**config.mk**
```make
export PLATFORM = sky130hd
export DESIGN_NAME = command_frame_encoder
export DESIGN_NICKNAME = d
export VERILOG_FILES = /design/src/hdl/cfe_pkg.sv /design/src/hdl/cfe_front.sv /design/src/hdl/cfe_queue.sv /design/src/hdl/cfe_back.sv /design/src/hdl/command_frame_encoder.sv
export SDC_FILE = /design/constraint.sdc
export NUM_CORES = 1
export LEC_CHECK = 0
export BUFFER_PORTS_ARGS = -buffer_cell sky130_fd_sc_hd__clkbuf_2
export CAP_MARGIN = 15
export CORE_ASPECT_RATIO = 1.5
export CORE_MARGIN = 3
export CORE_UTILIZATION = 50
export CTS_BUF_LIST = sky130_fd_sc_hd__clkbuf_8 sky130_fd_sc_hd__clkbuf_16
export DETAILED_ROUTE_END_ITERATION = 16
export GPL_TIMING_DRIVEN = 0
export PLACE_DENSITY_LB_ADDON = 0.15
export SLEW_MARGIN = 20
export SYNTH_ARGS = -nofsm -noshare
export SYNTH_HDL_FRONTEND = slang
export SYNTH_SLANG_ARGS = --single-unit
```
**constraint.sdc**
```tcl
create_clock -name clk -period 7.4 [get_ports clk]
set_clock_uncertainty 0.15 [all_clocks]
set_input_delay 0 -clock clk [delete_from_list [all_inputs] [get_ports clk]]
set_output_delay 0 -clock clk [all_outputs]
set_load 0.02 [all_outputs]
```
**src/hdl/cfe_pkg.sv**
```systemverilog
// Types and constants shared by the command frame encoder modules.
`timescale 1ns / 1ps
`default_nettype none
package cfe_pkg;

	localparam logic [7:0] SYNC_A = 8'hEB;
	localparam logic [7:0] SYNC_B = 8'h90;

	// Input op codes
	localparam logic OP_START = 1'b0;
	localparam logic OP_DATA  = 1'b1;

	// Byte index inside one job, 0..8
	localparam int IDX_W = 4;

	typedef enum logic [1:0] {
		JOB_HDR   = 2'd0,
		JOB_DATA  = 2'd1,
		JOB_STRAY = 2'd2
	} job_kind_t;

	// One classified item, handed from front to back
	typedef struct packed {
		job_kind_t   kind;
		logic [15:0] flen;
		logic [7:0]  rcv;
		logic [7:0]  own;
		logic [7:0]  cmd1;
		logic [7:0]  cmd2;
		logic        two;
		logic        close;   // checksum follows
		logic [7:0]  csum;
		logic [7:0]  data;
	} job_t;

endpackage
`default_nettype wire

```
**src/hdl/cfe_front.sv**
```systemverilog
// Front end: accepts items, tracks frame state and classifies into jobs.
`timescale 1ns / 1ps
`default_nettype none
module cfe_front (
	input  wire logic         clk,
	input  wire logic         arst_n,
	input  wire logic         cfg_we,
	input  wire logic [7:0]   cfg_wdata,
	input  wire logic         accept,
	input  wire logic         op,
	input  wire logic [15:0]  payload_length,
	input  wire logic [7:0]   receive_code,
	input  wire logic [7:0]   command_code,
	input  wire logic [7:0]   second_command_code,
	input  wire logic         two_codes,
	input  wire logic [7:0]   data_byte,
	output cfe_pkg::job_t     job
);

	logic [7:0]  own_q;
	logic [15:0] rem_q;
	logic [7:0]  sum_q;
	logic        open_q;

	logic [15:0] flen;
	logic [7:0]  hsum;
	logic [7:0]  dsum;
	logic [15:0] drem;
	logic [15:0] rem_d;
	logic [7:0]  sum_d;
	logic        open_d;

	// Header length and partial checksum
	always_comb begin
		flen = payload_length + (two_codes ? 16'd7 : 16'd6);
		hsum = flen[7:0] + flen[15:8] + receive_code + own_q + command_code
			+ (two_codes ? second_command_code : 8'd0);
		dsum = sum_q + data_byte;
		drem = rem_q - 16'd1;
	end

	// Classify the item and compute next frame state
	always_comb begin
		job       = '0;
		job.flen  = flen;
		job.rcv   = receive_code;
		job.own   = own_q;
		job.cmd1  = command_code;
		job.cmd2  = second_command_code;
		job.two   = two_codes;
		job.data  = data_byte;
		rem_d     = rem_q;
		sum_d     = sum_q;
		open_d    = open_q;
		if (op == cfe_pkg::OP_START) begin
			job.kind  = cfe_pkg::JOB_HDR;
			job.close = (payload_length == 16'd0);
			job.csum  = 8'd0 - hsum;
			open_d    = (payload_length != 16'd0);
			rem_d     = payload_length;
			sum_d     = (payload_length == 16'd0) ? 8'd0 : hsum;
		end else if (!open_q) begin
			job.kind  = cfe_pkg::JOB_STRAY;
		end else begin
			job.kind  = cfe_pkg::JOB_DATA;
			job.close = (drem == 16'd0);
			job.csum  = 8'd0 - dsum;
			open_d    = (drem != 16'd0);
			rem_d     = drem;
			sum_d     = (drem == 16'd0) ? 8'd0 : dsum;
		end
	end

	// Frame state and own address
	always_ff @(posedge clk or negedge arst_n) begin
		if (!arst_n) begin
			own_q  <= '0;
			rem_q  <= '0;
			sum_q  <= '0;
			open_q <= 1'b0;
		end else begin
			if (cfg_we) begin
				own_q <= cfg_wdata;
			end
			if (accept) begin
				rem_q  <= rem_d;
				sum_q  <= sum_d;
				open_q <= open_d;
			end
		end
	end

endmodule
`default_nettype wire

```
**src/hdl/cfe_queue.sv**
```systemverilog
// Small job queue between front and back.
`timescale 1ns / 1ps
`default_nettype none
module cfe_queue #(
	parameter int DEPTH = 4
) (
	input  wire logic          clk,
	input  wire logic          arst_n,
	input  wire logic          push,
	input  cfe_pkg::job_t      push_job,
	output logic               full,
	input  wire logic          pop,
	output logic               not_empty,
	output cfe_pkg::job_t      head
);

	localparam int PTR_W = (DEPTH > 1) ? $clog2(DEPTH) : 1;
	localparam int CNT_W = $clog2(DEPTH + 1);

	cfe_pkg::job_t      mem_q [DEPTH];
	logic [PTR_W-1:0]   wr_q;
	logic [PTR_W-1:0]   rd_q;
	logic [CNT_W-1:0]   cnt_q;

	assign full      = (cnt_q == CNT_W'(DEPTH));
	assign not_empty = (cnt_q != '0);
	assign head      = mem_q[rd_q];

	// Entry storage
	always_ff @(posedge clk) begin
		if (push) begin
			mem_q[wr_q] <= push_job;
		end
	end

	// Pointers and fill count
	always_ff @(posedge clk or negedge arst_n) begin
		if (!arst_n) begin
			wr_q  <= '0;
			rd_q  <= '0;
			cnt_q <= '0;
		end else begin
			if (push) begin
				wr_q <= (wr_q == PTR_W'(DEPTH - 1)) ? '0 : wr_q + PTR_W'(1);
			end
			if (pop) begin
				rd_q <= (rd_q == PTR_W'(DEPTH - 1)) ? '0 : rd_q + PTR_W'(1);
			end
			if (push && !pop) begin
				cnt_q <= cnt_q + CNT_W'(1);
			end else if (pop && !push) begin
				cnt_q <= cnt_q - CNT_W'(1);
			end
		end
	end

endmodule
`default_nettype wire

```
**src/hdl/cfe_back.sv**
```systemverilog
// Back end: expands queued jobs into frame bytes, one per cycle unless out_ready stalls.
`timescale 1ns / 1ps
`default_nettype none
module cfe_back (
	input  wire logic        clk,
	input  wire logic        arst_n,
	input  wire logic        job_valid,
	input  cfe_pkg::job_t    job,
	output logic             job_pop,
	output logic             out_valid,
	input  wire logic        out_ready,
	output logic [7:0]       frame_byte,
	output logic             last_of_run,
	output logic             end_of_frame,
	output logic             stray_error
);

	logic [cfe_pkg::IDX_W-1:0] idx_q;
	logic [cfe_pkg::IDX_W-1:0] last_idx;
	logic                      advance;
	logic                      at_last;
	logic [7:0]                byte_d;
	logic                      err_d;

	logic                      valid_q;
	logic [7:0]                byte_q;
	logic                      last_q;
	logic                      eof_q;
	logic                      err_q;

	assign advance = job_valid && (!valid_q || out_ready);
	assign at_last = (idx_q == last_idx);
	assign job_pop = advance && at_last;

	// Byte selection for the current index
	always_comb begin
		byte_d   = 8'd0;
		err_d    = 1'b0;
		last_idx = '0;
		case (job.kind)
			cfe_pkg::JOB_HDR: begin
				last_idx = cfe_pkg::IDX_W'(6) + cfe_pkg::IDX_W'(job.two)
					+ cfe_pkg::IDX_W'(job.close);
				case (idx_q)
					4'd0:    byte_d = cfe_pkg::SYNC_A;
					4'd1:    byte_d = cfe_pkg::SYNC_B;
					4'd2:    byte_d = job.flen[7:0];
					4'd3:    byte_d = job.flen[15:8];
					4'd4:    byte_d = job.rcv;
					4'd5:    byte_d = job.own;
					4'd6:    byte_d = job.cmd1;
					4'd7:    byte_d = job.two ? job.cmd2 : job.csum;
					default: byte_d = job.csum;
				endcase
			end
			cfe_pkg::JOB_DATA: begin
				last_idx = cfe_pkg::IDX_W'(job.close);
				byte_d   = (idx_q == '0) ? job.data : job.csum;
			end
			default: begin
				err_d = 1'b1;
			end
		endcase
	end

	// Job index counter and control
	always_ff @(posedge clk or negedge arst_n) begin
		if (!arst_n) begin
			idx_q   <= '0;
			valid_q <= 1'b0;
		end else begin
			if (advance) begin
				idx_q   <= at_last ? '0 : idx_q + cfe_pkg::IDX_W'(1);
				valid_q <= 1'b1;
			end else if (out_ready) begin
				valid_q <= 1'b0;
			end
		end
	end

	// Output register
	always_ff @(posedge clk) begin
		if (advance) begin
			byte_q <= byte_d;
			last_q <= at_last;
			eof_q  <= at_last && job.close;
			err_q  <= err_d;
		end
	end

	assign out_valid    = valid_q;
	assign frame_byte   = byte_q;
	assign last_of_run  = last_q;
	assign end_of_frame = eof_q;
	assign stray_error  = err_q;

endmodule
`default_nettype wire

```
**src/hdl/command_frame_encoder.sv**
```systemverilog
// Command frame encoder: top level tying front end, job queue and back end.
//
// A start item produces the frame header (sync bytes, length, receiver, own
// address, one or two command codes) and, for an empty payload, the checksum:
// 7 to 9 output transfers. Each payload item produces one transfer, or two
// for the last byte of a frame (byte, then checksum marked end_of_frame). A
// payload byte with no open frame gives one transfer with stray_error set.
// Unless out_ready stalls it, the back end emits one byte per cycle, so payload
// items that do not close a frame stream at one per cycle, while the front end
// keeps accepting into a QUEUE_DEPTH-entry job queue. The user must write
// own_address via cfg_we/cfg_wdata only while idle; it is not enforced.
`timescale 1ns / 1ps
`default_nettype none
module command_frame_encoder #(
	parameter int QUEUE_DEPTH = 4
) (
	input  wire logic        clk,
	input  wire logic        arst_n,
	input  wire logic        cfg_we,
	input  wire logic [7:0]  cfg_wdata,
	input  wire logic        in_valid,
	output logic             in_ready,
	input  wire logic        op,
	input  wire logic [15:0] payload_length,
	input  wire logic [7:0]  receive_code,
	input  wire logic [7:0]  command_code,
	input  wire logic [7:0]  second_command_code,
	input  wire logic        two_codes,
	input  wire logic [7:0]  data_byte,
	output logic             out_valid,
	input  wire logic        out_ready,
	output logic [7:0]       frame_byte,
	output logic             last_of_run,
	output logic             end_of_frame,
	output logic             stray_error
);

	cfe_pkg::job_t new_job;
	cfe_pkg::job_t head_job;
	logic          q_full;
	logic          q_not_empty;
	logic          q_pop;
	logic          accept;

	assign in_ready = !q_full;
	assign accept   = in_valid && !q_full;

	cfe_front u_front (
		.clk                 (clk),
		.arst_n              (arst_n),
		.cfg_we              (cfg_we),
		.cfg_wdata           (cfg_wdata),
		.accept              (accept),
		.op                  (op),
		.payload_length      (payload_length),
		.receive_code        (receive_code),
		.command_code        (command_code),
		.second_command_code (second_command_code),
		.two_codes           (two_codes),
		.data_byte           (data_byte),
		.job                 (new_job)
	);

	cfe_queue #(
		.DEPTH (QUEUE_DEPTH)
	) u_queue (
		.clk       (clk),
		.arst_n    (arst_n),
		.push      (accept),
		.push_job  (new_job),
		.full      (q_full),
		.pop       (q_pop),
		.not_empty (q_not_empty),
		.head      (head_job)
	);

	cfe_back u_back (
		.clk          (clk),
		.arst_n       (arst_n),
		.job_valid    (q_not_empty),
		.job          (head_job),
		.job_pop      (q_pop),
		.out_valid    (out_valid),
		.out_ready    (out_ready),
		.frame_byte   (frame_byte),
		.last_of_run  (last_of_run),
		.end_of_frame (end_of_frame),
		.stray_error  (stray_error)
	);

endmodule
`default_nettype wire

```
# --- Yosys cells after proc, flatten, opt, wreduce, memory -nomap -nowiden ---
# Memories as Yosys holds them, arrays and structs flattened.
# Index checks and enable logic that the tools add are counted.
totals:
  input_bits: 63
  ram_bits: 272
  ff_bits: 56
  latchBits: 0
  elab_cells: 95
  memories: 1
  output_inout_bits: 13
  mem_bits_ro: 0
op_classes:
  bitwise_logic: 0
  eq_ne: 13
  addsub: 17
  magnitude_cmp: 0
  multipliers: 0
  n_mux: 29
  n_div: 0
  n_shift: 0
  n_reduce_logical: 22
memory_table:
  columns: ["memory", "depth", "word_bits", "rd", "rd_clocked_by_memory_dff", "wr", "line_no", "rtl"]
  rows:
  - ["u_queue.mem_q", 4, 68, 1, 0, 1, "cfe_queue.sv:20", "cfe_pkg::job_t mem_q [DEPTH];"]
ops:
  columns: ["operator", "count"]
  rows:
  - ["one-hot mux 8 bit (8 select lines)", 1]
  - ["two-way mux 8 bit", 7]
  - ["adder 8 bit", 6]
  - ["logical NOT 16 bit", 2]
  - ["two-way mux 16 bit", 2]
  - ["nonzero test 16 bit", 2]
  - ["two-way mux 9 bit", 2]
  - ["adder 16 bit", 1]
  - ["== test 4 x 3 -> 1 bit, second input constant", 4]
  - ["one-hot mux 8 bit (2 select lines)", 1]
  - ["subtractor 1 x 8 -> 8 bit, first input constant", 2]
  - ["subtractor 16 x 1 -> 16 bit, second input constant", 1]
  - ["== test 4 x 2 -> 1 bit, second input constant", 2]
  - ["two-way mux 1 bit", 8]
  - ["two-way mux 2 bit", 4]
  - ["one-hot mux 4 bit (2 select lines)", 1]
  - ["logical AND 1 bit", 6]
  - ["two-way mux 3 bit", 2]
  - ["adder 2 x 1 -> 2 bit, second input constant", 2]
  - ["adder 3 x 1 -> 4 bit, first input constant", 1]
  - ["adder 4 x 1 -> 4 bit", 1]
  - ["adder 4 x 1 -> 4 bit, second input constant", 1]
  - ["== test 2 bit, second input constant", 2]
  - ["== test 4 x 1 -> 1 bit, second input constant", 1]
  - ["15 further kinds", 19]

# --- Depth between registers and ports, before layout ---
# Gate-level depths: netlist of run 1.
depth:
  word_depth: 9
  ltp_mapped: 24
  depth_no_buf: 24

# --- Hierarchy ---
# From an unflattened synthesis of run 1, not the netlist that was laid out.
unflattened:
  cells_unflattened: 1031
  hier_area_um2: 15775.1
by_module_without_submodules:
  columns: ["module", "cells_each", "seq_area_each_um2", "n_inst", "area_per_inst_um2"]
  rows:
  - ["cfe_queue", 393, 8343.0, 1, 10306.1]
  - ["cfe_front", 480, 825.8, 1, 4065.1]
  - ["cfe_back", 156, 455.4, 1, 1393.8]
  - ["command_frame_encoder", 2, 0.0, 1, 10.0]

# --- Worst setup path after synthesis of run 1 ---
# OpenSTA, ideal clock, no wires.
synth_timing:
  kind: "input to register"
  startpoint: "input port payload_length[0]"
  endpoint: "memory u_queue.mem_q[0][15] in the netlist's numbering (data pin)"
  arrival_time_ns: 4.652
  stages: 21
  path_slack_ns: 2.430
  n_path_buf: 0
  t_required_ns: 7.081
  cell_sequence: "ha_1 -> inv_1 -> ha_1 -> inv_1 -> o21ai_0 -> nor2_1 -> nand2_1 -> nor3_1 -> xor2_1 -> inv_1 -> fa_1 -> fa_1 -> fa_1 -> inv_1 -> ha_1 -> a21oi_1 -> o21bai_1 -> a21oi_1 -> xnor3_1 -> or4_4 -> o211ai_2"
synth_rtl:
  columns: ["item", "line_no", "rtl"]
  rows:
  - ["start: declaration", "command_frame_encoder.sv:24", "input wire logic [15:0] payload_length,"]
  - ["end: declaration", "cfe_queue.sv:20", null]

==> results of run 1 <==
path summary, 6_finish.rpt:
check / endpoint / slack, ns / from / cells past startpoint
setup / recovery: u_queue.mem_q[0][15] / 1.14 / two_codes / 23
hold / removal: u_front.own_q[2] / 0.02 / cfg_we / 3
setup reg to reg: u_queue.mem_q[0][15] / 2.82 / u_front.own_q[3] / 13
hold reg to reg: u_back.out_valid / 0.35 / u_back.out_valid / 2
max in group asynchronous: u_front.own_q[7] / 6.28 / arst_n / 4
min in group asynchronous: u_front.rem_q[6] / 0.31 / arst_n / 4
cell usage in the layout, fill, tap and decap left out, drive strengths merged, types with 10 or more instances in the layout:
cell	Yosys	final
o221ai	10	10
clkinv	1	10
buf	16	22
fa	29	29
o21ai	45	45
dlygate4sd3	0	70
mux2i	26	26
nand2	44	44
nor3	16	16
edfxtp	283	283
nand3	16	16
dfrtp	45	45
xnor2	28	28
inv	70	74
and3	11	11
o22ai	12	12
a21oi	31	31
ha	30	30
mux4	68	68
and2	11	11
xor2	17	17
nor2	34	34
clkbuf	21	128
synth_stat cells, types with 26 or more instances:
| master | n |
|---|---|
| edfxtp_1 | 283 |
| inv_1 | 69 |
| mux4_2 | 68 |
| dfrtp_1 | 45 |
| nand2_1 | 43 |
| o21ai_0 | 40 |
| a21oi_1 | 31 |
| nor2_1 | 31 |
| ha_1 | 30 |
| fa_1 | 29 |
| xnor2_1 | 27 |
| mux2i_1 | 26 |
worst max-delay path: stages:
cell and delay [ns]:
dlygate4sd3_1 0.52, clkbuf_2 0.41, ha_1 0.29, inv_1 0.06, ha_1 0.20, inv_1 0.06
o21ai_0 0.11, nor2_1 0.28, nand2_1 0.14, nor3_1 0.31, xor2_1 0.50, inv_1 0.12
fa_1 0.52, fa_1 0.48, fa_1 0.56, inv_1 0.05, ha_1 0.33, a21oi_1 0.23
o21bai_1 0.09, a21oi_1 0.18, xnor3_1 0.38, or4_4 0.53, o211ai_2 0.14
sequential cells by signal, indices dropped and copies added, names as in the netlist, 2 cells and up:
name               cells
u_queue.mem_q        272
u_front.rem_q         16
u_back.frame_byte      8
u_front.own_q          8
u_front.sum_q          8
u_back.idx_q           4
u_queue.cnt_q          3
u_queue.rd_q           2
u_queue.wr_q           2
stage by stage:
step	util (%)	cells	power, mW
floorplan	-	974	4.88
global placement	54.2	1442	5.76
detailed placement	54.7	1447	5.82
CTS	60.6	1575	7.49
global route	60.6	1575	7.85
finish	60.6	1575	7.44
cell type report:
cell class,instances,share of cell area (%)
plain buffers,37,0.895
clock buffers,34,4.53
clock inverters,23,1.28
inverters,71,1.48
multi-input cells,538,29.1
flip-flops and latches,328,53.4
well taps,395,2.74
repair buffers,149,6.59
kinds of logic (layout without fill, tap and decap cells):
| group | Yosys count | count (layout) | share of synthesized area [%] |
|---|---|---|---|
| muxes | 103 | 103 | 12.4 |
| and+or+nand+nor | 177 | 177 | 6.13 |
| DFF | 328 | 328 | 63.0 |
| xor gates and xnor gates | 47 | 47 | 2.92 |
| adders and majority gates | 59 | 59 | 6.26 |
| buffers and inverters | 108 | 314 | 2.80 |
| AOI/OAI and AO/OA | 152 | 152 | 6.50 |
per-layer routing:
layer / up-vias / share of wire, % / GRT usage [%]
met5: - / 0 / 0
met4: 0 / 4.0 / 8.94
met3: 81 / 4.5 / 2.32
met2: 274 / 54 / 42.8
met1: 4628 / 38 / 29.2
li1: 4117 / - / -
power groups by stage:
stage / clock network (mW) / registers, mW / logic (mW)
2_1_floorplan: 0 / 2.80 / 2.07
4_1_cts: 1.66 / 2.76 / 3.08
3_5_place_dp: 0 / 2.80 / 3.02
3_3_place_gp: 0 / 2.82 / 2.95
6_report: 1.63 / 2.76 / 3.05
5_1_grt: 1.73 / 2.80 / 3.32
==> flow_summary.toml, run 1 <==
[yosys]
synthesis.nets = 1096
ys_types = 71
syn-cell-area_sq_mm = 0.0153
ys.flop_type = "edfxtp_1"
async_flop_share_pct = 13.7
synth-edff-count = 283
synth-seq-cells = 328
yosys.area.top_type = "edfxtp_1"
syn_inst = 974
syn_area_per_cell_sq_um = 15.7
synth_top_area_share_pct = 55.6
seq_area_frac_synth_pct = 63.0
ys_top_cells_by_area = "edfxtp_1 56%, mux4_2 10%, dfrtp_1 7.4%"
ys_warn_count = 0

[layout]
fill_cells = 2266
area_growth_pct = 18.0
antenna_cells = 0
design_area_sq_mm = 0.0180
multi_input_comb_area_sq_mm = 0.00525
final_layout_size_suffix_gt1_share_pct = 20.5
nets = 1278
regArea_sq_mm = 0.00962

[clock_tree]
htree_levels = 1
ctsHoldBuffers = 71
numClockSinks = 328
cts_tree = "yes"
post_cts_resized = 0
cts_made_buffers = 31
post_cts_buffers = 0
clock-root-buffer = "clkbuf_16"
clockBufferDepth = 3
clk_pin_slew_ns = 0.06
clk_latency_ns = 0.58

[power_and_ir_drop]
power.internal_mw = 4.78
powerDensity_mw_per_mm2 = 412
switchingPower_mw = 2.65
clockPowerShare_pct = 21.9
ir_drop_mv = 0.236
p_leak_nw = 6.57
netSwitchingFraction_pct = 35.7
seqPwrFrac_pct = 37.1
comb_power_share_pct = 41.0

[floorplan]
ioPinCount = 76
chipHeight_um = 220
die_w_um = 149
dieArea_sq_mm = 0.0327
core_area_sq_mm = 0.0298
placementRows = 77
start_util_pct = 51.3

[placement]
port_buffers = 73
place_hpwl_mm = 26.4
gp_congestion = 0.885
post_dp_cell_area_sq_mm = 0.0163
dp_worst_setup_slack_ns = 1.09

[route]
drc = 0
drtIter0Drc = 697
postRouteAntennaNets = 0
num_vias = 9100
drt-vias-per-instance = 5.78
drt_pre_antenna_iters = 5
wire_per_inst_um = 23.8
drt_wl_total_mm = 37.5

[setup_path]
path_class = "primary input to flop"
startpoint_type = "primary input"
crit_fanout = 13
crit_path_end_kind = "flop"
worstPathRequired_ns = 7.63
crit_arrival_ns = 6.49

[timing]
period_needed_ns = 6.26
setup_ws_ns = 1.14
finalSetupViolCount = 0
maxClockFrequency_mhz = 160
relSlewSlack_pct = 38.3
timing.hold.ws_ns = 0.0250
fin_crit_sh_pct = 84.5
fin_setup_tns_ns = 0
slew_violations = 0
rsz0062_at_grt = "false"
tightest_slew_ns = 0.925
hold_violations = 0

[grt]
grt_max_degree = 44
grt_pass1_wl_mm = 57.2
antenna_found_initial = 0
gr-usage-all-layers_pct = 23.6
grt_pass1_vias = 9430
overflow = 0

[flow_run]
drv_cap = 0

[outcome]
status = "complete, no violations"

[worst_hold_path]
hp-class = "primary input to flop"
Note: power is estimated with default switching activity, not from simulation.
==> run 2: changes to the inputs <==
==> constraint.sdc (replaced) <==
create_clock -name clk -period 5.12 [get_ports clk]
set_clock_uncertainty 0.15 [all_clocks]
set_input_delay 0 -clock clk [delete_from_list [all_inputs] [get_ports clk]]
set_output_delay 0 -clock clk [all_outputs]
set_load 0.02 [all_outputs]
==> flow_summary.toml, run 2 (synthesis gave the netlist of run 1 again) <==
[timing]
setup_ws_ns = 0.320
maxClockFrequency_mhz = 208
fin_setup_tns_ns = 0
rsz0062_at_grt = "false"
period_needed_ns = 4.80
relSlewSlack_pct = 39.5
tightest_slew_ns = 0.907
fin_crit_sh_pct = 93.7
hold_violations = 0
finalSetupViolCount = 0
slew_violations = 0
timing.hold.ws_ns = 0.0206

[setup_path]
crit_path_end_kind = "flop"
worstPathRequired_ns = 5.35
startpoint_type = "primary input"
worstSetupStartpoint = "payload_length[3]"
r2r-start = "u_front.own_q[3]"
crit_arrival_ns = 5.03
path_class = "primary input to flop"
crit_fanout = 5

[floorplan]
dieArea_sq_mm = 0.0327
chipHeight_um = 220
core_area_sq_mm = 0.0298
ioPinCount = 76
start_util_pct = 51.3
placementRows = 77
die_w_um = 149

[power_and_ir_drop]
powerDensity_mw_per_mm2 = 595
ir_drop_mv = 0.340
post-layout-total-power_mw = 10.8
p_leak_nw = 6.62

[placement]
dp.cells = 1447
place_hpwl_mm = 26.4
post_dp_cell_area_sq_mm = 0.0163
dp_worst_setup_slack_ns = -1.19
port_buffers = 73
gp_congestion = 0.885

[grt]
overflow = 0
gr-usage-all-layers_pct = 23.6
grt_max_degree = 44
grt_pass1_vias = 9467
grt_pass1_wl_mm = 57.3
antenna_found_initial = 0

[layout]
regArea_sq_mm = 0.00962
fill_cells = 2249
nets = 1287
reg_top3 = "u_queue.mem_q x272, u_front.rem_q x16"
largest_register_ffs = 272
layoutNonFillerInstCount = 1584
multi_input_comb_area_sq_mm = 0.00532
design_area_sq_mm = 0.0182
fin_util_pct = 61.1
largest-register = "u_queue.mem_q"
area_growth_pct = 19.0
final_cell_mix = "283 x edfxtp_1, 72 x clkbuf_2, 72 x dlygate4sd3_1"
final_layout_size_suffix_gt1_share_pct = 21.8
antenna_cells = 0
layout_commonest_cell = "edfxtp_1"

[clock_tree]
cts_tree = "yes"
cts_made_buffers = 31
clk_latency_ns = 0.58
numClockSinks = 328
clk_pin_slew_ns = 0.06
htree_levels = 1
clockBufferDepth = 3
clock-root-buffer = "clkbuf_16"

[worst_hold_path]
hp-class = "primary input to flop"
hold_start = "payload_length[2]"

[route]
drc = 0
wire_per_inst_um = 23.8
drtIter0Drc = 643
drt_pre_antenna_iters = 5
num_vias = 9120
drt-vias-per-instance = 5.76
postRouteAntennaNets = 0
drt_wl_total_mm = 37.7

[flow_run]
drv_cap = 0

[outcome]
status = "complete, no violations"
run 2: cell count changes in the layout (fill, tap and decap cells not counted), sizes merged:
cell / delta
buf: +7
dlygate4sd3: +2
run 2: cell type report:
cell class | count | area share, %
Sequential cell | 328 | 52.9
Tap cell | 395 | 2.72
Multi-Input combinational cell | 538 | 29.3
Clock buffer | 34 | 4.49
Timing Repair Buffer | 158 | 6.98
Clock inverter | 23 | 1.27
Inverter | 71 | 1.47
Buffer | 37 | 0.888
run 2: where the power goes:
group	total [mW]	switching, mW	internal (mW)
sequential	3.99	0.236	3.75
combinational	4.48	2.63	1.85
clock	2.36	1.00	1.35
run 2: repair_timing:
item / CTS / global route
setup endpoints to repair: 14 / 4
gates resized for setup: 7 / 8
hold buffers: 73 / 0
setup buffers: 2 / 5
endpoints found under the hold margin: 323 / 0
pin swaps: 1 / 5
run 2: worst max-delay path: stages:
cell and delay [ns]:
dlygate4sd3_1 0.53, clkbuf_2 0.18, o21ai_1 0.13, nor2_2 0.17, nand2_1 0.14, nor2_1 0.20
xor2_2 0.25, inv_1 0.09, fa_1 0.45, fa_1 0.50, inv_1 0.06, fa_1 0.54
ha_1 0.17, inv_1 0.05, fa_1 0.42, xor2_2 0.24, nand3_1 0.15, nand2b_1 0.19
or4_4 0.43, o211ai_2 0.14
run 2: path summary, 6_finish.rpt:
kind	end	slack, ns	cells past startpoint
worst max-delay path	u_queue.mem_q[0][15]	0.32	20
worst min-delay path	u_queue.mem_q[2][53]	0.02	4
worst max register to register	u_queue.mem_q[0][15]	0.73	13
worst min register to register	u_back.out_valid	0.35	2
max in group asynchronous	u_front.own_q[7]	3.98	4
min in group asynchronous	u_front.rem_q[6]	0.31	4
run 2: metal layers:
| metal | track usage [%] | wire, um |
|---|---|---|
| met2 | 42.8 | 20400 |
| met1 | 29.3 | 14300 |
| met4 | 9.00 | 1380 |
| met5 | 0 | 0 |
| met3 | 2.35 | 1540 |
